$ cat src/acps_pkg.sv
// ----------------------------------------------------------------------------
// acps_pkg
// Types, pair codes and geometry tables of the anode-cathode pair selector.
// ----------------------------------------------------------------------------
package acps_pkg;

    localparam int WIRE_W  = 6;
    localparam int HS_W    = 7;
    localparam int FIRST_W = 3;
    localparam int SECOND_W = 2;
    localparam int CODE_W  = 4;

    // first_pair codes
    localparam logic [FIRST_W-1:0] FIRST_NONE = 3'd0;
    localparam logic [FIRST_W-1:0] FIRST_BB   = 3'd1;
    localparam logic [FIRST_W-1:0] FIRST_BS   = 3'd2;
    localparam logic [FIRST_W-1:0] FIRST_SB   = 3'd3;
    localparam logic [FIRST_W-1:0] FIRST_SS   = 3'd4;

    // second_pair codes
    localparam logic [SECOND_W-1:0] SECOND_NONE = 2'd0;
    localparam logic [SECOND_W-1:0] SECOND_BS   = 2'd1;
    localparam logic [SECOND_W-1:0] SECOND_SB   = 2'd2;
    localparam logic [SECOND_W-1:0] SECOND_SS   = 2'd3;

    // region codes
    localparam logic REGION_1A = 1'b0;
    localparam logic REGION_1B = 1'b1;

    typedef struct packed {
        logic            present;
        logic [HS_W-1:0] lo;
        logic [HS_W-1:0] hi;
    } hs_range_t;

    typedef struct packed {
        logic [FIRST_W-1:0]  first;
        logic [SECOND_W-1:0] second;
    } choice_t;

    function automatic hs_range_t mk_range(input int lo, input int hi);
        hs_range_t r;
        r.present = 1'b1;
        r.lo      = HS_W'(lo);
        r.hi      = HS_W'(hi);
        return r;
    endfunction

    // Inclusive half-strip range a wire group can cross, per region.
    function automatic hs_range_t wire_range(input logic region,
                                             input logic [WIRE_W-1:0] wg);
        hs_range_t r;
        r = '0;
        if (region == REGION_1A) begin
            case (wg)
                6'd0, 6'd1, 6'd2, 6'd3, 6'd4, 6'd5,
                6'd6, 6'd7, 6'd8, 6'd9, 6'd10, 6'd11: r = mk_range(0, 95);
                6'd12:   r = mk_range(0, 77);
                6'd13:   r = mk_range(0, 61);
                6'd14:   r = mk_range(0, 39);
                6'd15:   r = mk_range(0, 22);
                default: r = '0;
            endcase
        end
        else begin
            if (wg >= 6'd14 && wg <= 6'd43) begin
                r = mk_range(0, 127);
            end
            else begin
                case (wg)
                    6'd10:   r = mk_range(100, 127);
                    6'd11:   r = mk_range(73, 127);
                    6'd12:   r = mk_range(47, 127);
                    6'd13:   r = mk_range(22, 127);
                    6'd44:   r = mk_range(0, 105);
                    6'd45:   r = mk_range(0, 93);
                    6'd46:   r = mk_range(0, 78);
                    6'd47:   r = mk_range(0, 63);
                    default: r = '0;
                endcase
            end
        end
        return r;
    endfunction

    // Crossing code (bb, bs, sb, ss) to chosen pairs.
    function automatic choice_t pick(input logic [CODE_W-1:0] code);
        choice_t c;
        case (code)
            4'd0:    c = '{FIRST_NONE, SECOND_NONE};
            4'd1:    c = '{FIRST_SS,   SECOND_NONE};
            4'd2:    c = '{FIRST_SB,   SECOND_NONE};
            4'd3:    c = '{FIRST_SB,   SECOND_SS};
            4'd4:    c = '{FIRST_BS,   SECOND_NONE};
            4'd5:    c = '{FIRST_BS,   SECOND_SS};
            4'd6:    c = '{FIRST_BS,   SECOND_SB};
            4'd7:    c = '{FIRST_BS,   SECOND_SB};
            4'd8:    c = '{FIRST_BB,   SECOND_NONE};
            4'd9:    c = '{FIRST_BB,   SECOND_SS};
            4'd10:   c = '{FIRST_BB,   SECOND_SB};
            4'd11:   c = '{FIRST_BB,   SECOND_SS};
            4'd12:   c = '{FIRST_BB,   SECOND_BS};
            4'd13:   c = '{FIRST_BB,   SECOND_SS};
            4'd14:   c = '{FIRST_BB,   SECOND_BS};
            4'd15:   c = '{FIRST_BB,   SECOND_SS};
            default: c = '{FIRST_NONE, SECOND_NONE};
        endcase
        return c;
    endfunction

endpackage

$ cat src/acps_cross.sv
// ----------------------------------------------------------------------------
// acps_cross
// Crossing test of one anode-cathode pair against the region's range table.
// ----------------------------------------------------------------------------
module acps_cross
(
    input  logic                        region,
    input  logic                        anode_valid,
    input  logic [acps_pkg::WIRE_W-1:0] wire_group,
    input  logic                        cathode_valid,
    input  logic [acps_pkg::HS_W-1:0]   halfstrip,
    output logic                        hit
);

    acps_pkg::hs_range_t rng;

    assign rng = acps_pkg::wire_range(region, wire_group);
    assign hit = anode_valid && cathode_valid && rng.present
                 && (halfstrip >= rng.lo) && (halfstrip <= rng.hi);

endmodule

$ cat src/anode_cathode_pair_selector.sv
// ----------------------------------------------------------------------------
// anode_cathode_pair_selector
// Pick the crossing anode-cathode pairs of one candidate set.
// ----------------------------------------------------------------------------
// Usage:
//   Input channel (item_valid / item_ready) carries one candidate word: the
//   region, two anode candidates and two cathode candidates, each second one
//   with a duplicate flag. Output channel (result_valid / result_ready)
//   carries one result word: first_pair, second_pair and cross_bits.
//   The word is held in an input register, then the four crossing tests and
//   the choice table run in one combinational pass into the result register.
//   Throughput: one word per clock; the input register and the result
//   register form a two-deep pipeline, so a new word is taken every cycle
//   as long as the result side keeps draining.
//   Stall: when result_ready is low, the result word holds; the input stage
//   still fills once, then item_ready drops until the result is taken.
//   Reset: both stages empty, no result valid; the block holds no state
//   between words and needs no setup.
// ----------------------------------------------------------------------------
module anode_cathode_pair_selector
(
    input  logic                          clk,
    input  logic                          rst_n,

    input  logic                          item_valid,
    output logic                          item_ready,
    input  logic                          region,
    input  logic                          best_anode_valid,
    input  logic [acps_pkg::WIRE_W-1:0]   best_anode_wire,
    input  logic                          second_anode_valid,
    input  logic [acps_pkg::WIRE_W-1:0]   second_anode_wire,
    input  logic                          second_anode_duplicate,
    input  logic                          best_cathode_valid,
    input  logic [acps_pkg::HS_W-1:0]     best_cathode_halfstrip,
    input  logic                          second_cathode_valid,
    input  logic [acps_pkg::HS_W-1:0]     second_cathode_halfstrip,
    input  logic                          second_cathode_duplicate,

    output logic                          result_valid,
    input  logic                          result_ready,
    output logic [acps_pkg::FIRST_W-1:0]  first_pair,
    output logic [acps_pkg::SECOND_W-1:0] second_pair,
    output logic [acps_pkg::CODE_W-1:0]   cross_bits
);

    // ------------------------------------------------------------------
    // Input stage: hold the accepted word. Fold the duplicate flags into
    // the valid bits right away, so the crossing tests see plain valids.
    // ------------------------------------------------------------------
    logic                        in_valid_reg;
    logic                        region_reg;
    logic                        ba_reg;
    logic [acps_pkg::WIRE_W-1:0] bw_reg;
    logic                        sa_reg;
    logic [acps_pkg::WIRE_W-1:0] sw_reg;
    logic                        bc_reg;
    logic [acps_pkg::HS_W-1:0]   bh_reg;
    logic                        sc_reg;
    logic [acps_pkg::HS_W-1:0]   sh_reg;

    logic                        out_valid_reg;
    logic [acps_pkg::FIRST_W-1:0]  first_reg;
    logic [acps_pkg::SECOND_W-1:0] second_reg;
    logic [acps_pkg::CODE_W-1:0]   code_reg;

    logic                        out_free;
    logic                        stage_move;
    logic                        take;
    logic [acps_pkg::CODE_W-1:0] code_next;
    acps_pkg::choice_t           choice_next;

    // Result register frees when empty or drained this cycle.
    assign out_free   = !out_valid_reg || result_ready;
    assign stage_move = in_valid_reg && out_free;
    assign item_ready = !in_valid_reg || out_free;
    assign take       = item_valid && item_ready;

    always_ff @(posedge clk or negedge rst_n)
    begin
        if (!rst_n) begin
            in_valid_reg <= 1'b0;
        end
        else if (take) begin
            in_valid_reg <= 1'b1;
        end
        else if (stage_move) begin
            in_valid_reg <= 1'b0;
        end
    end

    always_ff @(posedge clk)
    begin
        if (take) begin
            region_reg <= region;
            ba_reg     <= best_anode_valid;
            bw_reg     <= best_anode_wire;
            sa_reg     <= second_anode_valid && !second_anode_duplicate;
            sw_reg     <= second_anode_wire;
            bc_reg     <= best_cathode_valid;
            bh_reg     <= best_cathode_halfstrip;
            sc_reg     <= second_cathode_valid && !second_cathode_duplicate;
            sh_reg     <= second_cathode_halfstrip;
        end
    end

    // ------------------------------------------------------------------
    // Crossing tests: bb, bs, sb, ss (bit 3 down to bit 0).
    // ------------------------------------------------------------------
    acps_cross u_cross_bb
    (
        .region        (region_reg),
        .anode_valid   (ba_reg),
        .wire_group    (bw_reg),
        .cathode_valid (bc_reg),
        .halfstrip     (bh_reg),
        .hit           (code_next[3])
    );

    acps_cross u_cross_bs
    (
        .region        (region_reg),
        .anode_valid   (ba_reg),
        .wire_group    (bw_reg),
        .cathode_valid (sc_reg),
        .halfstrip     (sh_reg),
        .hit           (code_next[2])
    );

    acps_cross u_cross_sb
    (
        .region        (region_reg),
        .anode_valid   (sa_reg),
        .wire_group    (sw_reg),
        .cathode_valid (bc_reg),
        .halfstrip     (bh_reg),
        .hit           (code_next[1])
    );

    acps_cross u_cross_ss
    (
        .region        (region_reg),
        .anode_valid   (sa_reg),
        .wire_group    (sw_reg),
        .cathode_valid (sc_reg),
        .halfstrip     (sh_reg),
        .hit           (code_next[0])
    );

    assign choice_next = acps_pkg::pick(code_next);

    // ------------------------------------------------------------------
    // Result stage: advance when the result side is free, else hold.
    // ------------------------------------------------------------------
    always_ff @(posedge clk or negedge rst_n)
    begin
        if (!rst_n) begin
            out_valid_reg <= 1'b0;
        end
        else if (out_free) begin
            out_valid_reg <= in_valid_reg;
        end
    end

    always_ff @(posedge clk)
    begin
        if (stage_move) begin
            first_reg  <= choice_next.first;
            second_reg <= choice_next.second;
            code_reg   <= code_next;
        end
    end

    assign result_valid = out_valid_reg;
    assign first_pair   = first_reg;
    assign second_pair  = second_reg;
    assign cross_bits   = code_reg;

endmodule

$ cat config.mk
export PLATFORM = sky130hd
export DESIGN_NAME = anode_cathode_pair_selector
export DESIGN_NICKNAME = d
export VERILOG_FILES = /design/src/acps_pkg.sv /design/src/acps_cross.sv /design/src/anode_cathode_pair_selector.sv
export SDC_FILE = /design/constraint.sdc
export NUM_CORES = 1
export LEC_CHECK = 0
export BUFFER_PORTS_ARGS = -buffer_cell sky130_fd_sc_hd__buf_4
export CAP_MARGIN = 20
export CORE_MARGIN = 2
export CORE_UTILIZATION = 30
export CTS_CLUSTER_DIAMETER = 80
export CTS_CLUSTER_SIZE = 28
export DETAILED_ROUTE_END_ITERATION = 10
export SLEW_MARGIN = 0
export SYNTH_ARGS = -nofsm -noshare
export SYNTH_HDL_FRONTEND = slang
export SYNTH_SLANG_ARGS = --single-unit
$ cat constraint.sdc
create_clock -name clk -period 5.5 [get_ports clk]
set_input_delay 0.55 -clock clk [delete_from_list [all_inputs] [get_ports clk]]
set_output_delay 0.55 -clock clk [all_outputs]
set_load 0.02 [all_outputs]
==> results.py, run 1 <==
metrics = {
    "route": {
        "vias": 2687,
        "ant_nets": 0,
        "drc_errors": 0,
        "wl_mm": 8.13,
        "routedWlPerCell_um": 15.2,
        "vias_per_cell": 5.03,
        "drt_pre_antenna_iters": 4,
        "drtIter0Drc": 139,
    },
    "global_route": {
        "grt_pass1_vias": 2680,
        "grt_usage": 0.132,
        "grt_max_degree": 40,
        "overflow": 0,
        "antenna_found_initial": 0,
        "grt_pass1_wl_mm": 13.3,
    },
    "synth": {
        "synth-edff-count": 40,
        "synthTopCellsByArea": "edfxtp_1 34%, ha_1 21%, dfxtp_1 6.8%, a21oi_1 5.8%, nand2_1 3.1%",
        "ys_types": 51,
        "synth_top_cell_area_share": 0.341,
        "synth_warnings": 0,
        "post-synth-top-count-cell": "ha_1",
        "syn_nets": 437,
        "yosysSeqAreaShare": 0.423,
        "yosys.area.top_type": "edfxtp_1",
        "syn_area_per_cell_sq_um": 10.3,
        "netlist_instances": 342,
        "dominantRegCellSynth": "edfxtp_1",
        "ys_ff_latch": 54,
        "synth_commonest_cells": "58 x ha_1, 41 x a21oi_1, 40 x edfxtp_1",
        "synthArstFlopShare": 0.0370,
        "syn_area_sq_um": 3530,
    },
    "sta": {
        "max_slew_margin": 0.569,
        "setup_violations": 0,
        "timing.final.hold_violations": 0,
        "worstMarginPinSlew_ns": 0.647,
        "fmax_mhz": 289,
        "slew_viol_final": 0,
        "fin_tns_setup_ns": 0,
        "clock-skew-final_ns": 0.00729,
        "post-route-min-period_ns": 3.46,
        "rsz0062_at_grt": "false",
        "fin_crit_sh": 0.628,
    },
    "worst_setup_path": {
        "critPathMostFrequentCell": "a21oi_1",
        "path_cells": "nand2_1, nor3b_1, a21oi_1, or2_1, ha_1, a2111oi_0, a21oi_1, or4_4, nor4_1",
        "critPathKind": "reg -> reg",
        "worstPathMaxFanout": 8,
        "crit_arrival_ns": 3.56,
        "cp-end-kind": "flip-flop",
        "cp_slowest_cell": "or4_4",
        "cpPeakStageDelay_ns": 0.55,
        "cp-start-kind": "flip-flop",
        "required_ns": 5.60,
    },
    "final_layout": {
        "nets": 485,
        "area_delta_synth_final_pct": 19.1,
        "stdcell_area_sq_um": 4200,
        "fillers": 1134,
        "antenna_cells_inserted": 0,
        "drive_gt1_frac": 0.187,
    },
    "die": {
        "core_area_sq_um": 11500,
        "die_y_um": 112,
        "num_rows": 39,
        "die-area_sq_um": 12600,
        "fp.dieW_um": 112,
        "initial_core_util": 0.307,
        "ios": 48,
    },
    "cts": {
        "clk_path_buf_depth": 2,
        "root_buffer": "clkbuf_16",
        "cts_tree": "built",
        "clk_latency_ns": 0.30,
        "clkSinkCount": 54,
        "cts_resized": 0,
        "cts_setup_buffers": 0,
        "cts_hold_buf": 0,
        "clk_pin_slew_worst_paths_ns": 0.07,
        "cts_buffers": 5,
        "cts.htree.levels": 2,
    },
    "place": {
        "gp_congestion": 0.897,
        "hpwl_mm": 6.42,
        "io_buffers": 47,
        "post_dp_cell_area_sq_um": 4030,
    },
    "status": {
        "status": "completed",
    },
    "pwr": {
        "p_per_area_nw_per_um2": 255,
        "p_leak_nw": 1.72,
        "ir_worst_vdd_uv": 109,
    },
    "run": {
        "max_cap_violations": 0,
    },
    "hold_path": {
        "min_path_type": "in -> async",
    },
}
## cell usage in the layout, fill, tap and decap left out, types with 4 or more instances in the layout
master,netlist,layout
nand3b_1,5,5
o21ai_0,17,17
nand2b_1,12,12
nand2_1,29,29
nor2b_1,8,8
mux2i_1,4,4
inv_1,10,10
or2_2,7,7
buf_4,1,48
dfxtp_1,12,12
nand3_1,12,12
o21ai_1,4,4
o22ai_1,4,4
nand4_1,6,6
nor2_1,9,9
a21oi_1,41,41
ha_1,58,58
edfxtp_1,40,40
clkbuf_16,0,5
a21o_1,5,5
## routing by layer
layer / track usage / part of all wire / wire [um]
met5: 0 / 0 / 0
met1: 0.183 / 0.50 / 4080
met4: 0.0382 / 0.014 / 110
met3: 0.0189 / 0.034 / 274
met2: 0.216 / 0.45 / 3660
## metrics by stage
stage / utilization / cells / hold slack (ns) / setup WS (ns) / total power, mW
finish: 0.366 / 534 / 0.0281 / 2.04 / 1.07
detailed placement: 0.352 / 526 / 0.335 / 2.12 / 0.716
CTS: 0.366 / 534 / 0.0236 / 2.08 / 1.08
global placement: 0.352 / 526 / 0.333 / 2.15 / 0.707
floorplan: - / 342 / 0.254 / 2.55 / 0.638
global route: 0.366 / 534 / 0.0256 / 1.82 / 1.12
## kinds of logic (layout without fill, tap and decap cells)
family | count (synthesis) | after routing | synth area share
AOI/OAI and AO/OA | 92 | 92 | 0.156
muxes | 4 | 4 | 0.0114
and+or+nand+nor | 113 | 113 | 0.178
xor gates and xnor gates | 1 | 1 | 0.00248
adders and majority gates | 58 | 58 | 0.206
buffers and inverters | 20 | 69 | 0.0231
DFF | 54 | 54 | 0.423
## final cells by class
cell class              instances  area (sq um)  share of cell area
multi-input cells             268          1950               0.465
flip-flops and latches         54          1490               0.355
repair buffers                 48           360              0.0858
well taps                     143           179              0.0426
clock buffers                   6           129              0.0307
inverters                      13          48.8              0.0116
clock inverters                 2          36.3             0.00864
## where the power goes
group          total [mW]  switching, mW  internal [mW]
Sequential          0.498         0.0286          0.469
Combinational       0.209          0.113         0.0962
Clock               0.364          0.148          0.216
## worst max-delay path: cells and delay by family (launching register included)
kind                     cells  cell delay, ns
AO/OA/AOI/OAI                3            0.70
adder cells (fa/ha/maj)      1            0.31
flip-flops                   1            0.49
AND/OR/NAND/NOR              5            1.75
## path summary, 6_finish.rpt
| kind | from | endpoint | slack, ns | depth (start not counted) |
|---|---|---|---|---|
| setup / recovery | sw_reg[2]$_DFFE_PP_ | first_pair[2]$_SDFFCE_PP0P_ | 2.04 | 9 |
| hold / removal | rst_n | in_valid_reg$_DFFE_PN0P_ | 0.03 | 1 |
| setup reg to reg | sw_reg[2]$_DFFE_PP_ | first_pair[2]$_SDFFCE_PP0P_ | 2.04 | 9 |
| hold reg to reg | in_valid_reg$_DFFE_PN0P_ | result_valid$_DFFE_PN0P_ | 0.49 | 1 |
| max in group asynchronous | rst_n | result_valid$_DFFE_PN0P_ | 5.39 | 1 |
| min in group clk | best_cathode_halfstrip[2] | bh_reg[2]$_DFFE_PP_ | 0.43 | 1 |
Power figures use the tool's default switching activity.
==> run 2, diff against run 1 <==
==> constraint.sdc (replaced) <==
create_clock -name clk -period 3.2 [get_ports clk]
set_input_delay 0.32 -clock clk [delete_from_list [all_inputs] [get_ports clk]]
set_output_delay 0.32 -clock clk [all_outputs]
set_load 0.02 [all_outputs]
==> run 2 against run 1 <==
  * Sequential power rose by 70%
  * Hold slack better by 0.17 ns
  * Flip-flop and latch count is the same
  * Non-clock buffer count grew 20
  * Global-route usage up 0.65 points
  * Via count increased by 4.5%
  * Worst setup slack lost 1.9 ns
  * Clock power increased by 69%
  * Clock-buffer cell count shrank 1
  * Power is 75% higher
  * First-iteration DRC count grew 22%
  * Critical path depth up 5
  * Critical endpoint is now second_pair[0]$_DFFE_PP_
  * Largest cell class unchanged
  * Highest routed layer unchanged
==> results.py, run 2 (synthesized netlist as in run 1, its figures left out) <==
metrics = {
    "route": {
        "vias_per_cell": 5.07,
        "wl_mm": 8.49,
        "drc_errors": 0,
        "drtIter0Drc": 170,
        "vias": 2808,
        "drt_pre_antenna_iters": 4,
        "routedWlPerCell_um": 15.3,
        "ant_nets": 0,
    },
    "pwr": {
        "p_per_area_nw_per_um2": 423,
        "ir_worst_vdd_uv": 202,
        "design_power_total_mw": 1.88,
        "p_leak_nw": 1.83,
    },
    "cts": {
        "cts_tree": "built",
        "clk_pin_slew_worst_paths_ns": 0.07,
        "clk_latency_ns": 0.30,
        "clk_path_buf_depth": 2,
        "root_buffer": "clkbuf_16",
        "cts_buffers": 5,
        "clkSinkCount": 54,
        "cts.htree.levels": 2,
    },
    "final_layout": {
        "final_cell_mix": "66 x buf_4, 57 x ha_1, 40 x edfxtp_1, 39 x a21oi_1, 28 x nand2_1",
        "fillers": 1106,
        "drive_gt1_frac": 0.251,
        "antenna_cells_inserted": 0,
        "final_util": 0.387,
        "final_common_cell": "buf_4",
        "area_delta_synth_final_pct": 25.7,
        "nets": 505,
    },
    "hold_path": {
        "min_path_type": "in -> reg",
        "hold_start": "best_anode_valid",
        "min_to": "ba_reg$_DFFE_PP_",
        "hold_path_depth": 1,
    },
    "die": {
        "die-area_sq_um": 12600,
        "fp.dieW_um": 112,
        "initial_core_util": 0.307,
        "core_area_sq_um": 11500,
        "num_rows": 39,
        "ios": 48,
        "die_y_um": 112,
    },
    "worst_setup_path": {
        "worstPathMaxFanout": 6,
        "required_ns": 3.34,
        "reg2regPathDepth": 14,
        "r2r_setup_slack_ns": 0.13,
        "regToRegStartpoint": "sw_reg[4]$_DFFE_PP_",
        "path_cells": "nand2b_1, a22o_1, nand2_2, a21oi_1, or2_1, ha_1, a211oi_2, o21bai_1, o22a_1, nor3b_1, nand2_1, inv_2, a21oi_2, o22ai_1",
        "cp-end-kind": "flip-flop",
        "cpPeakStageDelay_ns": 0.49,
        "cp_slowest_cell": "edfxtp_1",
        "reg2reg_to": "second_pair[0]$_DFFE_PP_",
        "crit_arrival_ns": 3.21,
        "critPathKind": "reg -> reg",
        "cp-start-kind": "flip-flop",
    },
    "sta": {
        "max_slew_margin": 0.597,
        "post-route-min-period_ns": 3.07,
        "fmax_mhz": 326,
        "fin_tns_setup_ns": 0,
        "timing.final.hold_violations": 0,
        "fin_crit_sh": 0.960,
        "worstMarginPinSlew_ns": 0.604,
        "setup_violations": 0,
        "worst_slack_ns": 0.129,
        "clock-skew-final_ns": 0.00495,
        "hold_ws_ns": 0.197,
        "slew_viol_final": 0,
    },
    "place": {
        "io_buffers": 47,
        "gp_congestion": 0.812,
        "dp_slack_ns": -0.0245,
        "hpwl_mm": 6.67,
    },
    "global_route": {
        "antenna_found_initial": 0,
        "grt_max_degree": 24,
        "grt_pass1_vias": 2877,
        "overflow": 0,
        "grt_pass1_wl_mm": 14.0,
        "grt_usage": 0.138,
    },
    "run": {
        "max_cap_violations": 0,
    },
    "status": {
        "status": "completed",
    },
}
==> run 2: final cells by class <==
type,instances,area (sq um),area share
inverter,13,48.8,0.0110
multi-input combinational,268,2020,0.456
sequential,54,1490,0.336
clock inverter,3,40.0,0.00903
clock buffer,5,125,0.0282
tap,143,179,0.0404
timing repair buffer,68,526,0.119
==> run 2: critical path, delay by kind of cell (launching register included) <==
family | cells | cell delay (ns)
and+or+nand+nor | 5 | 0.95
DFF | 1 | 0.49
AOI/OAI and AO/OA | 7 | 1.01
buffers and inverters | 1 | 0.14
adders and majority gates | 1 | 0.33
==> run 2: layer usage <==
metal	vias to the layer above	wire [um]	share of wire	global-route usage
li1	1416	-	-	-
met1	1316	4040	0.48	0.180
met2	63	3980	0.47	0.227
met3	13	289	0.034	0.0254
met4	0	177	0.021	0.0585
met5	-	0	0	0
==> run 2: stage by stage <==
stage / cells / cell area [sq um]
after floorplan: 342 / 3530
after global placement: 541 / 4160
after detailed placement: 541 / 4160
after CTS: 550 / 4340
after global routing: 554 / 4430
final: 554 / 4430
==> run 2: what timing repair did <==
action / in CTS / in global routing
pin swaps: 0 / 5
gates resized for setup: 1 / 14
hold buffers: 1 / 0
setup buffers: 0 / 4
endpoints found under the setup margin: 3 / 4
endpoints found under the hold margin: 2 / 0
==> run 2: worst max-delay path by stage <==
stage / from / to / slack [ns] / cells past startpoint
floorplan: sw_reg[2]$_DFFE_PP_ / second_pair[1]$_DFFE_PP_ / 0.25 / 12
global placement: sw_reg[4]$_DFFE_PP_ / first_pair[2]$_SDFFCE_PP0P_ / 0.12 / 10
detailed placement: sw_reg[4]$_DFFE_PP_ / second_pair[1]$_DFFE_PP_ / -0.02 / 11
CTS: sw_reg[4]$_DFFE_PP_ / second_pair[1]$_DFFE_PP_ / 0.002 / 11
global route: sw_reg[4]$_DFFE_PP_ / second_pair[0]$_DFFE_PP_ / -0.009 / 14
finish: sw_reg[4]$_DFFE_PP_ / second_pair[0]$_DFFE_PP_ / 0.13 / 14
==> run 2: report_power, final <==
group	switching, mW	leakage (nW)	total, mW	internal (mW)
Combinational	0.220	1.24	0.417	0.196
Sequential	0.0391	0.509	0.846	0.807
Clock	0.248	0.0836	0.614	0.367
